**config.mk**
```make
export PLATFORM = sky130hd
export DESIGN_NAME = dead_reckoning_pose_integrator
export DESIGN_NICKNAME = d
export VERILOG_FILES = /design/src/sv/drpi_pkg.sv /design/src/sv/drpi_cordic.sv /design/src/sv/dead_reckoning_pose_integrator.sv
export SDC_FILE = /design/constraint.sdc
export NUM_CORES = 2
export LEC_CHECK = 0
export BUFFER_PORTS_ARGS = -buffer_cell sky130_fd_sc_hd__buf_4
export CAP_MARGIN = 40
export CORE_MARGIN = 3
export CORE_UTILIZATION = 25
export CTS_BUF_LIST = sky130_fd_sc_hd__clkbuf_2
export DETAILED_ROUTE_END_ITERATION = 7
export HOLD_SLACK_MARGIN = 0.12
export PLACE_DENSITY = 0.47
export SLEW_MARGIN = 20
export SYNTH_ARGS = -nofsm -noshare
export SYNTH_HDL_FRONTEND = slang
export SYNTH_SLANG_ARGS = --single-unit
```
**constraint.sdc**
```tcl
create_clock -name clk -period 18.5 [get_ports clk]
set_clock_uncertainty 0.2 [all_clocks]
set_input_delay 3.7 -clock clk [delete_from_list [all_inputs] [get_ports clk]]
set_output_delay 3.7 -clock clk [all_outputs]
set_load 0.02 [all_outputs]
```
**src/sv/drpi_pkg.sv**
```systemverilog
// drpi_pkg: shared constants, codes, state types and the arctangent table
// for the dead-reckoning pose integrator and its cordic unit
// depends on nothing
`timescale 1ns / 1ps

package drpi_pkg;

    localparam int CORDIC_STEPS = 16;
    localparam int STEP_W       = $clog2(CORDIC_STEPS);

    localparam int POS_W   = 48;
    localparam int ANG_W   = 32;
    localparam int MAG_W   = 32;
    localparam int TRIG_W  = 32;
    localparam int DIST_W  = 41;
    localparam int LO_W    = 21;
    localparam int HI_W    = DIST_W - LO_W;
    localparam int PROD_W  = 64;
    localparam int PLO_W   = LO_W + TRIG_W;
    localparam int PHI_W   = HI_W + TRIG_W;
    localparam int WIDE_W  = PHI_W + LO_W;
    localparam int RES_W   = WIDE_W - 30;
    localparam int INCR_W  = RES_W + 1;
    localparam int QA_W    = 26;
    localparam int REM_W   = 6;
    localparam int Q2_W    = 13;

    localparam logic signed [TRIG_W-1:0] CORDIC_GAIN = 32'sd652032874;

    localparam logic [31:0] RECIP_100  = 32'd2748779070;
    localparam logic [31:0] RECIP_10   = 32'd3435973837;
    localparam logic [31:0] RECIP_45   = 32'd3054198967;
    localparam logic [31:0] RAD_TO_BAM = 32'd683565276;
    localparam logic [31:0] KM_SCALE   = 32'd1000;
    localparam logic [31:0] CM_BIAS    = 32'd50;
    localparam logic [31:0] DM_BIAS    = 32'd5;
    localparam logic [31:0] DEG_BIAS   = 32'd22;
    localparam int SHIFT_100 = 38;
    localparam int SHIFT_10  = 35;
    localparam int SHIFT_45  = 37;

    localparam logic signed [POS_W-1:0] POS_MAX = {1'b0, {(POS_W-1){1'b1}}};
    localparam logic signed [POS_W-1:0] POS_MIN = {1'b1, {(POS_W-1){1'b0}}};

    localparam logic [1:0] ACT_ADVANCE = 2'd0;
    localparam logic [1:0] ACT_TURN    = 2'd1;
    localparam logic [1:0] ACT_RESTART = 2'd2;

    localparam logic [1:0] UNIT_CM  = 2'd0;
    localparam logic [1:0] UNIT_DM  = 2'd1;
    localparam logic [1:0] UNIT_M   = 2'd2;
    localparam logic [1:0] UNIT_KM  = 2'd3;
    localparam logic [1:0] UNIT_RAD = 2'd1;

    localparam logic REG_START_X = 1'b0;
    localparam logic REG_START_Y = 1'b1;

    typedef enum logic [4:0] {
        ST_IDLE,
        ST_ADV_MUL,
        ST_ADV_DIST,
        ST_TRIG_WAIT,
        ST_MXL,
        ST_MXH,
        ST_MYL,
        ST_MYH,
        ST_SUMY,
        ST_ADDY,
        ST_TURN_MUL,
        ST_RAD_ADD,
        ST_DEG_Q,
        ST_DEG_R,
        ST_DEG_MUL,
        ST_DEG_ADD,
        ST_RESTART,
        ST_REPORT
    } pose_state_t;

    typedef enum logic [1:0] {
        CS_IDLE,
        CS_ITER,
        CS_FINISH
    } cordic_state_t;

    typedef struct packed {
        logic [TRIG_W-1:0] cos_mag;
        logic              cos_neg;
        logic [TRIG_W-1:0] sin_mag;
        logic              sin_neg;
    } trig_t;

    function automatic logic [ANG_W-1:0] atan_bam(input logic [4:0] idx);
        logic [ANG_W-1:0] v;
        case (idx)
            5'd0:    v = 32'h20000000;
            5'd1:    v = 32'h12E4051E;
            5'd2:    v = 32'h09FB385B;
            5'd3:    v = 32'h051111D4;
            5'd4:    v = 32'h028B0D43;
            5'd5:    v = 32'h0145D7E1;
            5'd6:    v = 32'h00A2F61E;
            5'd7:    v = 32'h00517C55;
            5'd8:    v = 32'h0028BE53;
            5'd9:    v = 32'h00145F2F;
            5'd10:   v = 32'h000A2F98;
            5'd11:   v = 32'h000517CC;
            5'd12:   v = 32'h00028BE6;
            5'd13:   v = 32'h000145F3;
            5'd14:   v = 32'h0000A2FA;
            5'd15:   v = 32'h0000517D;
            5'd16:   v = 32'h000028BE;
            5'd17:   v = 32'h0000145F;
            5'd18:   v = 32'h00000A30;
            5'd19:   v = 32'h00000518;
            5'd20:   v = 32'h0000028C;
            5'd21:   v = 32'h00000146;
            5'd22:   v = 32'h000000A3;
            5'd23:   v = 32'h00000051;
            5'd24:   v = 32'h00000029;
            5'd25:   v = 32'h00000014;
            5'd26:   v = 32'h0000000A;
            5'd27:   v = 32'h00000005;
            5'd28:   v = 32'h00000003;
            5'd29:   v = 32'h00000001;
            5'd30:   v = 32'h00000001;
            default: v = 32'h00000000;
        endcase
        return v;
    endfunction

endpackage

```
**src/sv/drpi_cordic.sv**
```systemverilog
// drpi_cordic: iterative cordic rotation, one shift-add step per cycle,
// gives cosine and sine of a binary angle as magnitude and sign in q30
// depends on drpi_pkg
`timescale 1ns / 1ps

module drpi_cordic (
    input  logic                        clk,
    input  logic                        rst_n,
    input  logic                        start,
    input  logic [drpi_pkg::ANG_W-1:0]  angle,
    output logic                        done,
    output drpi_pkg::trig_t             trig
);

    drpi_pkg::cordic_state_t state_reg;
    drpi_pkg::cordic_state_t state_next;

    logic [drpi_pkg::STEP_W-1:0]        cnt_reg;
    logic                               done_reg;
    logic                               flip_reg;
    logic signed [drpi_pkg::TRIG_W-1:0] x_reg;
    logic signed [drpi_pkg::TRIG_W-1:0] y_reg;
    logic signed [drpi_pkg::ANG_W-1:0]  z_reg;
    drpi_pkg::trig_t                    trig_reg;

    logic                               load;
    logic                               step;
    logic                               finish;
    logic                               last_step;
    logic                               flip;
    logic signed [drpi_pkg::TRIG_W-1:0] x_shift;
    logic signed [drpi_pkg::TRIG_W-1:0] y_shift;
    logic [drpi_pkg::ANG_W-1:0]         atan_val;

    assign last_step = (cnt_reg == drpi_pkg::STEP_W'(drpi_pkg::CORDIC_STEPS - 1));
    assign flip      = angle[31] ^ angle[30];
    assign x_shift   = x_reg >>> cnt_reg;
    assign y_shift   = y_reg >>> cnt_reg;
    assign atan_val  = drpi_pkg::atan_bam(5'(cnt_reg));

    always_comb
    begin
        state_next = state_reg;
        case (state_reg)
            drpi_pkg::CS_IDLE:
            begin
                if (start)
                begin
                    state_next = drpi_pkg::CS_ITER;
                end
            end
            drpi_pkg::CS_ITER:
            begin
                if (last_step)
                begin
                    state_next = drpi_pkg::CS_FINISH;
                end
            end
            drpi_pkg::CS_FINISH:
            begin
                state_next = drpi_pkg::CS_IDLE;
            end
            default:
            begin
                state_next = drpi_pkg::CS_IDLE;
            end
        endcase
    end

    always_comb
    begin
        load   = 1'b0;
        step   = 1'b0;
        finish = 1'b0;
        case (state_reg)
            drpi_pkg::CS_IDLE:   load   = start;
            drpi_pkg::CS_ITER:   step   = 1'b1;
            drpi_pkg::CS_FINISH: finish = 1'b1;
            default:             load   = 1'b0;
        endcase
    end

    always_ff @(posedge clk or negedge rst_n)
    begin
        if (!rst_n)
        begin
            state_reg <= drpi_pkg::CS_IDLE;
            cnt_reg   <= '0;
            done_reg  <= 1'b0;
        end
        else
        begin
            state_reg <= state_next;
            if (load)
            begin
                cnt_reg  <= '0;
                done_reg <= 1'b0;
            end
            else if (step)
            begin
                cnt_reg <= cnt_reg + 1'b1;
            end
            else if (finish)
            begin
                done_reg <= 1'b1;
            end
        end
    end

    always_ff @(posedge clk)
    begin
        if (load)
        begin
            // fold into the right half plane, flip undone at the end
            x_reg    <= drpi_pkg::CORDIC_GAIN;
            y_reg    <= '0;
            z_reg    <= $signed({angle[31] ^ flip, angle[30:0]});
            flip_reg <= flip;
        end
        else if (step)
        begin
            if (!z_reg[31])
            begin
                x_reg <= x_reg - y_shift;
                y_reg <= y_reg + x_shift;
                z_reg <= z_reg - $signed(atan_val);
            end
            else
            begin
                x_reg <= x_reg + y_shift;
                y_reg <= y_reg - x_shift;
                z_reg <= z_reg + $signed(atan_val);
            end
        end
        else if (finish)
        begin
            trig_reg.cos_mag <= x_reg[31] ? 32'(-x_reg) : 32'(x_reg);
            trig_reg.cos_neg <= flip_reg ^ x_reg[31];
            trig_reg.sin_mag <= y_reg[31] ? 32'(-y_reg) : 32'(y_reg);
            trig_reg.sin_neg <= flip_reg ^ y_reg[31];
        end
    end

    assign done = done_reg;
    assign trig = trig_reg;

endmodule

```
**src/sv/dead_reckoning_pose_integrator.sv**
```systemverilog
// dead_reckoning_pose_integrator: planar pose tracker for rover motion commands
// advance: one pass through the shared 32x32 multiplier converts the distance while the
// cordic iteration loop runs, then four more passes form the x and y products
// turn: multiply and add, with quotient and remainder steps for degrees; one item at a time
// a new input transfer is taken once the result sits in the output register
// reset clears pose, heading, overflow flag and start registers; no clearing pass
`timescale 1ns / 1ps

module dead_reckoning_pose_integrator (
    input  logic                                clk,
    input  logic                                rst_n,
    input  logic                                cfg_we,
    input  logic                                cfg_index,
    input  logic [drpi_pkg::POS_W-1:0]          cfg_data,
    input  logic                                in_valid,
    output logic                                in_stall,
    input  logic [1:0]                          action,
    input  logic signed [drpi_pkg::MAG_W-1:0]   magnitude,
    input  logic [1:0]                          unit,
    output logic                                out_valid,
    input  logic                                out_stall,
    output logic signed [drpi_pkg::POS_W-1:0]   pos_x,
    output logic signed [drpi_pkg::POS_W-1:0]   pos_y,
    output logic [drpi_pkg::ANG_W-1:0]          heading_angle,
    output logic                                overflow_flag
);

    drpi_pkg::pose_state_t state_reg;
    drpi_pkg::pose_state_t state_next;

    logic signed [drpi_pkg::POS_W-1:0]  start_x_reg;
    logic signed [drpi_pkg::POS_W-1:0]  start_y_reg;
    logic signed [drpi_pkg::POS_W-1:0]  x_reg;
    logic signed [drpi_pkg::POS_W-1:0]  y_reg;
    logic [drpi_pkg::ANG_W-1:0]         heading_reg;
    logic                               sat_reg;

    logic [1:0]                         unit_reg;
    logic                               neg_reg;
    logic [drpi_pkg::MAG_W-1:0]         mabs_reg;
    logic [drpi_pkg::DIST_W-1:0]        dist_reg;
    logic [drpi_pkg::PROD_W-1:0]        prod_reg;
    logic [drpi_pkg::PLO_W-1:0]         lo_reg;
    logic [drpi_pkg::INCR_W-1:0]        incr_reg;
    logic [drpi_pkg::QA_W-1:0]          qa_reg;
    logic [drpi_pkg::REM_W-1:0]         rem_reg;

    logic                               out_valid_reg;
    logic signed [drpi_pkg::POS_W-1:0]  pos_x_reg;
    logic signed [drpi_pkg::POS_W-1:0]  pos_y_reg;
    logic [drpi_pkg::ANG_W-1:0]         heading_out_reg;
    logic                               overflow_out_reg;

    logic                               capture;
    logic                               cordic_start;
    logic                               out_load;
    logic                               out_free;
    logic                               cordic_done;
    drpi_pkg::trig_t                    trig;

    logic [31:0]                        mul_a;
    logic [31:0]                        mul_b;
    logic [drpi_pkg::PROD_W-1:0]        prod_next;
    logic [drpi_pkg::DIST_W-1:0]        dist_next;
    logic [drpi_pkg::WIDE_W-1:0]        wide_sum;
    logic [drpi_pkg::INCR_W-1:0]        res_mag;
    logic                               res_neg;
    logic [drpi_pkg::INCR_W-1:0]        incr_next;
    logic signed [drpi_pkg::POS_W-1:0]  sat_base;
    logic [drpi_pkg::POS_W:0]           pos_sum;
    logic                               sat_hi;
    logic                               sat_lo;
    logic signed [drpi_pkg::POS_W-1:0]  pos_next;
    logic [drpi_pkg::PROD_W-1:0]        rad_prod;
    logic [drpi_pkg::PROD_W-1:0]        rad_sum;
    logic [drpi_pkg::ANG_W-1:0]         deg_q;
    logic [drpi_pkg::ANG_W-1:0]         deg_delta;
    logic [31:0]                        qa_wide;
    logic [31:0]                        qa_times45;
    logic [31:0]                        rem_wide;

    drpi_cordic u_cordic (
        .clk   (clk),
        .rst_n (rst_n),
        .start (cordic_start),
        .angle (heading_reg),
        .done  (cordic_done),
        .trig  (trig)
    );

    assign out_free = !out_valid_reg || !out_stall;

    // next state
    always_comb
    begin
        state_next = state_reg;
        case (state_reg)
            drpi_pkg::ST_IDLE:
            begin
                if (in_valid)
                begin
                    case (action)
                        drpi_pkg::ACT_ADVANCE: state_next = drpi_pkg::ST_ADV_MUL;
                        drpi_pkg::ACT_TURN:    state_next = drpi_pkg::ST_TURN_MUL;
                        drpi_pkg::ACT_RESTART: state_next = drpi_pkg::ST_RESTART;
                        default:               state_next = drpi_pkg::ST_REPORT;
                    endcase
                end
            end
            drpi_pkg::ST_ADV_MUL:   state_next = drpi_pkg::ST_ADV_DIST;
            drpi_pkg::ST_ADV_DIST:  state_next = drpi_pkg::ST_TRIG_WAIT;
            drpi_pkg::ST_TRIG_WAIT:
            begin
                if (cordic_done)
                begin
                    state_next = drpi_pkg::ST_MXL;
                end
            end
            drpi_pkg::ST_MXL:       state_next = drpi_pkg::ST_MXH;
            drpi_pkg::ST_MXH:       state_next = drpi_pkg::ST_MYL;
            drpi_pkg::ST_MYL:       state_next = drpi_pkg::ST_MYH;
            drpi_pkg::ST_MYH:       state_next = drpi_pkg::ST_SUMY;
            drpi_pkg::ST_SUMY:      state_next = drpi_pkg::ST_ADDY;
            drpi_pkg::ST_ADDY:      state_next = drpi_pkg::ST_REPORT;
            drpi_pkg::ST_TURN_MUL:
            begin
                if (unit_reg == drpi_pkg::UNIT_RAD)
                begin
                    state_next = drpi_pkg::ST_RAD_ADD;
                end
                else
                begin
                    state_next = drpi_pkg::ST_DEG_Q;
                end
            end
            drpi_pkg::ST_RAD_ADD:   state_next = drpi_pkg::ST_REPORT;
            drpi_pkg::ST_DEG_Q:     state_next = drpi_pkg::ST_DEG_R;
            drpi_pkg::ST_DEG_R:     state_next = drpi_pkg::ST_DEG_MUL;
            drpi_pkg::ST_DEG_MUL:   state_next = drpi_pkg::ST_DEG_ADD;
            drpi_pkg::ST_DEG_ADD:   state_next = drpi_pkg::ST_REPORT;
            drpi_pkg::ST_RESTART:   state_next = drpi_pkg::ST_REPORT;
            drpi_pkg::ST_REPORT:
            begin
                if (out_free)
                begin
                    state_next = drpi_pkg::ST_IDLE;
                end
            end
            default:                state_next = drpi_pkg::ST_IDLE;
        endcase
    end

    // control outputs
    always_comb
    begin
        in_stall     = 1'b1;
        capture      = 1'b0;
        cordic_start = 1'b0;
        out_load     = 1'b0;
        case (state_reg)
            drpi_pkg::ST_IDLE:
            begin
                in_stall     = 1'b0;
                capture      = in_valid;
                cordic_start = in_valid && (action == drpi_pkg::ACT_ADVANCE);
            end
            drpi_pkg::ST_REPORT:
            begin
                out_load = out_free;
            end
            default:
            begin
                in_stall = 1'b1;
            end
        endcase
    end

    // shared multiplier operand select
    always_comb
    begin
        mul_a = mabs_reg;
        mul_b = 32'd1;
        case (state_reg)
            drpi_pkg::ST_ADV_MUL:
            begin
                case (unit_reg)
                    drpi_pkg::UNIT_CM:
                    begin
                        mul_a = mabs_reg + drpi_pkg::CM_BIAS;
                        mul_b = drpi_pkg::RECIP_100;
                    end
                    drpi_pkg::UNIT_DM:
                    begin
                        mul_a = mabs_reg + drpi_pkg::DM_BIAS;
                        mul_b = drpi_pkg::RECIP_10;
                    end
                    drpi_pkg::UNIT_KM:
                    begin
                        mul_b = drpi_pkg::KM_SCALE;
                    end
                    default:
                    begin
                        mul_b = 32'd1;
                    end
                endcase
            end
            drpi_pkg::ST_MXL:
            begin
                mul_a = 32'(dist_reg[drpi_pkg::LO_W-1:0]);
                mul_b = trig.cos_mag;
            end
            drpi_pkg::ST_MXH:
            begin
                mul_a = 32'(dist_reg[drpi_pkg::DIST_W-1:drpi_pkg::LO_W]);
                mul_b = trig.cos_mag;
            end
            drpi_pkg::ST_MYL:
            begin
                mul_a = 32'(dist_reg[drpi_pkg::LO_W-1:0]);
                mul_b = trig.sin_mag;
            end
            drpi_pkg::ST_MYH:
            begin
                mul_a = 32'(dist_reg[drpi_pkg::DIST_W-1:drpi_pkg::LO_W]);
                mul_b = trig.sin_mag;
            end
            drpi_pkg::ST_TURN_MUL:
            begin
                mul_b = (unit_reg == drpi_pkg::UNIT_RAD) ? drpi_pkg::RAD_TO_BAM
                                                         : drpi_pkg::RECIP_45;
            end
            drpi_pkg::ST_DEG_MUL:
            begin
                mul_a = 32'({rem_reg, 13'd0}) + drpi_pkg::DEG_BIAS;
                mul_b = drpi_pkg::RECIP_45;
            end
            default:
            begin
                mul_b = 32'd1;
            end
        endcase
    end

    assign prod_next = {32'd0, mul_a} * {32'd0, mul_b};

    // distance in meters from the conversion product, or the magnitude itself for meters
    always_comb
    begin
        case (unit_reg)
            drpi_pkg::UNIT_CM: dist_next = drpi_pkg::DIST_W'(prod_reg >> drpi_pkg::SHIFT_100);
            drpi_pkg::UNIT_DM: dist_next = drpi_pkg::DIST_W'(prod_reg >> drpi_pkg::SHIFT_10);
            drpi_pkg::UNIT_M:  dist_next = drpi_pkg::DIST_W'(mabs_reg);
            default:           dist_next = prod_reg[drpi_pkg::DIST_W-1:0];
        endcase
    end

    // q30 product, round half away from zero
    assign wide_sum  = {prod_reg[drpi_pkg::PHI_W-1:0], {drpi_pkg::LO_W{1'b0}}}
                     + drpi_pkg::WIDE_W'(lo_reg)
                     + (drpi_pkg::WIDE_W'(1) << 29);
    assign res_mag   = {1'b0, wide_sum[drpi_pkg::WIDE_W-1:30]};
    assign res_neg   = neg_reg ^ ((state_reg == drpi_pkg::ST_MYL) ? trig.cos_neg
                                                                  : trig.sin_neg);
    assign incr_next = res_neg ? (drpi_pkg::INCR_W'(0) - res_mag) : res_mag;

    // saturating position add
    assign sat_base = (state_reg == drpi_pkg::ST_MYH) ? x_reg : y_reg;
    assign pos_sum  = {sat_base[drpi_pkg::POS_W-1], sat_base}
                    + {{(drpi_pkg::POS_W + 1 - drpi_pkg::INCR_W){incr_reg[drpi_pkg::INCR_W-1]}},
                       incr_reg};
    assign sat_hi   = !pos_sum[drpi_pkg::POS_W] && pos_sum[drpi_pkg::POS_W-1];
    assign sat_lo   = pos_sum[drpi_pkg::POS_W] && !pos_sum[drpi_pkg::POS_W-1];
    assign pos_next = sat_hi ? drpi_pkg::POS_MAX
                    : (sat_lo ? drpi_pkg::POS_MIN : $signed(pos_sum[drpi_pkg::POS_W-1:0]));

    // turn conversions
    assign rad_prod   = neg_reg ? (drpi_pkg::PROD_W'(0) - prod_reg) : prod_reg;
    assign rad_sum    = rad_prod + drpi_pkg::PROD_W'(32'h8000);
    assign qa_wide    = 32'(qa_reg);
    assign qa_times45 = (qa_wide << 5) + (qa_wide << 3) + (qa_wide << 2) + qa_wide;
    assign rem_wide   = mabs_reg - qa_times45;
    assign deg_q      = {qa_reg[drpi_pkg::ANG_W-drpi_pkg::Q2_W-1:0],
                         drpi_pkg::Q2_W'(prod_reg >> drpi_pkg::SHIFT_45)};
    assign deg_delta  = neg_reg ? (drpi_pkg::ANG_W'(0) - deg_q) : deg_q;

    always_ff @(posedge clk or negedge rst_n)
    begin
        if (!rst_n)
        begin
            state_reg     <= drpi_pkg::ST_IDLE;
            start_x_reg   <= '0;
            start_y_reg   <= '0;
            x_reg         <= '0;
            y_reg         <= '0;
            heading_reg   <= '0;
            sat_reg       <= 1'b0;
            out_valid_reg <= 1'b0;
        end
        else
        begin
            state_reg <= state_next;
            if (cfg_we)
            begin
                case (cfg_index)
                    drpi_pkg::REG_START_X: start_x_reg <= $signed(cfg_data);
                    drpi_pkg::REG_START_Y: start_y_reg <= $signed(cfg_data);
                    default:               start_x_reg <= start_x_reg;
                endcase
            end
            case (state_reg)
                drpi_pkg::ST_MYH:
                begin
                    x_reg   <= pos_next;
                    sat_reg <= sat_reg | sat_hi | sat_lo;
                end
                drpi_pkg::ST_ADDY:
                begin
                    y_reg   <= pos_next;
                    sat_reg <= sat_reg | sat_hi | sat_lo;
                end
                drpi_pkg::ST_RAD_ADD:
                begin
                    heading_reg <= heading_reg + rad_sum[47:16];
                end
                drpi_pkg::ST_DEG_ADD:
                begin
                    heading_reg <= heading_reg + deg_delta;
                end
                drpi_pkg::ST_RESTART:
                begin
                    x_reg       <= start_x_reg;
                    y_reg       <= start_y_reg;
                    heading_reg <= '0;
                    sat_reg     <= 1'b0;
                end
                default:
                begin
                    sat_reg <= sat_reg;
                end
            endcase
            if (out_load)
            begin
                out_valid_reg <= 1'b1;
            end
            else if (!out_stall)
            begin
                out_valid_reg <= 1'b0;
            end
        end
    end

    // datapath registers
    always_ff @(posedge clk)
    begin
        prod_reg <= prod_next;
        if (capture)
        begin
            unit_reg   <= unit;
            neg_reg    <= magnitude[drpi_pkg::MAG_W-1];
            mabs_reg   <= magnitude[drpi_pkg::MAG_W-1] ? (32'd0 - $unsigned(magnitude))
                                                       : $unsigned(magnitude);
        end
        case (state_reg)
            drpi_pkg::ST_ADV_DIST: dist_reg <= dist_next;
            drpi_pkg::ST_MXH:      lo_reg   <= prod_reg[drpi_pkg::PLO_W-1:0];
            drpi_pkg::ST_MYL:      incr_reg <= incr_next;
            drpi_pkg::ST_MYH:      lo_reg   <= prod_reg[drpi_pkg::PLO_W-1:0];
            drpi_pkg::ST_SUMY:     incr_reg <= incr_next;
            drpi_pkg::ST_DEG_Q:    qa_reg   <= drpi_pkg::QA_W'(prod_reg >> drpi_pkg::SHIFT_45);
            drpi_pkg::ST_DEG_R:    rem_reg  <= rem_wide[drpi_pkg::REM_W-1:0];
            default:               lo_reg   <= lo_reg;
        endcase
        if (out_load)
        begin
            pos_x_reg        <= x_reg;
            pos_y_reg        <= y_reg;
            heading_out_reg  <= heading_reg;
            overflow_out_reg <= sat_reg;
        end
    end

    assign out_valid     = out_valid_reg;
    assign pos_x         = pos_x_reg;
    assign pos_y         = pos_y_reg;
    assign heading_angle = heading_out_reg;
    assign overflow_flag = overflow_out_reg;

    a_trig_ready: assert property (@(posedge clk) disable iff (!rst_n)
        state_reg == drpi_pkg::ST_MXL |-> cordic_done)
        else $error("position product started before cordic finished");

    a_rem_range: assert property (@(posedge clk) disable iff (!rst_n)
        state_reg == drpi_pkg::ST_DEG_MUL |-> rem_reg < 6'd45)
        else $error("degree conversion remainder out of range");

    a_sat_source: assert property (@(posedge clk) disable iff (!rst_n)
        $rose(sat_reg) |-> $past(state_reg == drpi_pkg::ST_MYH
                                 || state_reg == drpi_pkg::ST_ADDY))
        else $error("overflow flag set outside a position update");

    a_heading_source: assert property (@(posedge clk) disable iff (!rst_n)
        !$stable(heading_reg) |-> $past(state_reg == drpi_pkg::ST_RAD_ADD
                                        || state_reg == drpi_pkg::ST_DEG_ADD
                                        || state_reg == drpi_pkg::ST_RESTART))
        else $error("heading changed outside a turn or restart");

endmodule

```
==> impl_results.md <==
* Total count of hold-check failures in the final report at 0
* Share of flip-flops with an asynchronous set or reset at 0.309
* Critical Path RT at 19710 ps
* Synthesis-to-finish area growth at 11.3%
* Biggest area consumer among synthesized cells: sky130_fd_sc_hd__fa_1
* Flip-flop count of the largest register after layout at 66
* Number of nets in the layout at 10814
* # Post-CTS Setup Buffers at 0
* Fmax at 0.0794 GHz
* Failing checks: design-rule violations
* First-pass iteration count of the detailed router at 8
* Count of maximum capacitance violations at 0
* Number of distinct library cells after synthesis at 121
* Post-route minimum period at 12600 ps
* Clock Tree Root: sky130_fd_sc_hd__clkbuf_2
* Type of the worst setup path: flip-flop to flip-flop
* Top-area cell type share of the netlist area at 0.214
* Count of standard-cell rows at 213
* Data arrival time at the worst-slack endpoint at 13810 ps
* Final routed wire length divided by cell count at 22.9 um
* IO Count at 221
* Number of enable-type register cells in the synthesized netlist at 405
* Share of final-layout standard cells stronger than drive strength 1 at 0.122
* CTS Hold Buffers Added at 0
* Routability congestion estimate from global placement at 0.919
* Worst rel slew slack at 0.368
* Clock slew at the register clock pins of the worst setup and hold paths at 100 ps
* CTS tree: yes
* Inserted Clock Buffers at 210
* Initial antenna violation count at 21
* Top_reg_cell synth: sky130_fd_sc_hd__edfxtp_1
* Clock latency reported for the late side of the worst-skew pair at 1630 ps
* Share of the clock period used by the worst path after layout at 0.681
* Floorplan die area at 0.346 sq mm
* Synthesis-stage register bit count at 771
* Drt drc at 1
* Residual overflow from global routing at 0
* Mapped Cells at 9143
* Cells resized by post-CTS repair at 0
* ANT nets after route at 0
* Global-route wire length before repair at 476000 um
* Status: finished, violations left
* Most frequent cell after synthesis: sky130_fd_sc_hd__inv_1
* Number of port buffers at 220
* Detailed placement HPWL at 245000 um
* Largest net degree at the start of global routing at 109
* TritonCTS Sinks at 771
* Max Fanout on Critical Path at 31
* Total Negative Setup Slacks at 0 ps
* Number of global-route vias before repair at 72019
* Total routing usage reported by global routing at 0.181
* Starting DRC count in detailed routing at 6141
* Count of H-tree levels built during CTS at 4
* RSZ-0062 raised after global routing: false
* Avg Synthesized Cell Area at 9.26 sq um
* Portion of the post-synthesis area used by sequential elements at 0.244
* Cell at the slowest stage of the critical path: sky130_fd_sc_hd__or3_2
* Class of the tightest hold or removal check: flip-flop to flip-flop
* Worst path max stage delay at 840 ps
* Leading post-synthesis cells by cell area: sky130_fd_sc_hd__fa_1, sky130_fd_sc_hd__edfxtp_1, sky130_fd_sc_hd__ha_1
* Most numerous cell types in the synthesized netlist: sky130_fd_sc_hd__inv_1, sky130_fd_sc_hd__nand2_1, sky130_fd_sc_hd__fa_1, sky130_fd_sc_hd__nor2_1, sky130_fd_sc_hd__ha_1
* Initial Utilization at 0.251
* Area of the core region at 0.337 sq mm
* Horiz. Die Dim at 588 um
* Die Ht at 588 um
* Yosys warning total at 0
* Setup Viol. Count Final at 0
* Final number of max-transition violations at 0
* Setup crit start kind: flip-flop
* Pin slew with the least headroom to its limit at 936 ps
* Synth Cell Area at 0.0846 sq mm
* Maximum count of clock buffers along a single path at 4
* Per-cell via count in the routed design at 5.00
* Sort of element at the end of the critical path: flip-flop
* Most frequent CP cell: sky130_fd_sc_hd__fa_1
* Total number of vias at 69843
* WL final at 320000 um
worst paths after layout:
kind                         startpoint         endpoint  slack (ps)  depth (start not counted)
max                        state_reg[2]     prod_reg[63]        5900                         34
min                            y_reg[2]         pos_y[2]         250                          0
max reg2reg                state_reg[2]     prod_reg[63]        5900                         34
min reg2reg                    y_reg[2]         pos_y[2]         250                          0
max in group asynchronous         rst_n  heading_reg[27]       14600                          2
min in group asynchronous         rst_n   start_y_reg[4]        2000                          1
layout make-up:
| cell class | instances | area, sq um |
|---|---|---|
| antenna | 13 | 32.5 |
| clock buffer | 303 | 1520 |
| clock inverter | 73 | 362 |
| fill | 35934 | 243000 |
| inverter | 1180 | 4430 |
| multi-input combinational | 6681 | 57900 |
| sequential | 771 | 20700 |
| tap | 4515 | 5650 |
| timing repair buffer | 439 | 3600 |
metrics by stage:
step                area (sq um)  cells  utilization  setup slack (ps)  hold slack, ps
floorplan                  84700   9152            -              7710             206
global placement           91800  13559        0.273              6040             256
detailed placement         92100  13577        0.273              6090             263
CTS                        94000  13953        0.279              6050             178
global route               94200  13967        0.280              5510             169
finish                     94200  13975        0.280              5900             253
layout by cell type (no fill, tap or decap), drive strengths merged, types with 19 or more instances in the layout:
| cell type | instances |
|---|---|
| o21a | 50 |
| o31ai | 67 |
| mux2i | 139 |
| ha | 535 |
| xnor2 | 355 |
| edfxtp | 405 |
| nor3 | 104 |
| or4 | 19 |
| nor2b | 39 |
| or3 | 68 |
| a211oi | 38 |
| clkbuf | 304 |
| a222oi | 28 |
| nor2 | 751 |
| a22oi | 111 |
| nand2 | 1039 |
| clkinv | 69 |
| mux2 | 185 |
| nor4 | 29 |
| xor2 | 186 |
| o21bai | 39 |
| a21oi | 436 |
| nand3 | 134 |
| nand2b | 60 |
| mux4 | 60 |
| inv | 1178 |
| or2 | 29 |
| and2 | 96 |
| nand4 | 61 |
| o41ai | 27 |
| fa | 906 |
| o21ai | 370 |
| o211ai | 140 |
| dfxtp | 128 |
| a31oi | 61 |
| dfrtp | 238 |
| a21o | 139 |
| and3 | 68 |
| buf | 436 |
cell families (layout without fill, tap and decap cells):
kind of cell               count (synthesis)  in the layout  synth area share
muxes                                    384            384            0.0572
adders and majority gates               1441           1441             0.293
AOI/OAI and AO/OA                       1735           1735             0.135
xor gates and xnor gates                 541            541            0.0560
DFF                                      771            771             0.244
and+or+nand+nor                         2569           2569             0.137
buffers and inverters                   1700           1995            0.0770
other                                      2             24         0.0000887
layer usage:
metal / global-route usage / vias up / wire length [um]
li1: - / 31238 / -
met1: 0.239 / 35421 / 137000
met2: 0.301 / 2621 / 149000
met3: 0.0260 / 557 / 20900
met4: 0.0672 / 6 / 13100
met5: 0 / - / 40
critical path: cells and delay by family (launching register included):
family / cells / cell delay [ps]
flip-flops: 1 / 620
AND/OR/NAND/NOR: 9 / 3440
XOR/XNOR: 1 / 80
buffers and inverters: 7 / 1150
AO/OA/AOI/OAI: 8 / 2250
adder cells (fa/ha/maj): 9 / 4660
Power is not shown: default switching activity piles up to over one toggle a cycle in this logic, so the estimate is an artifact.
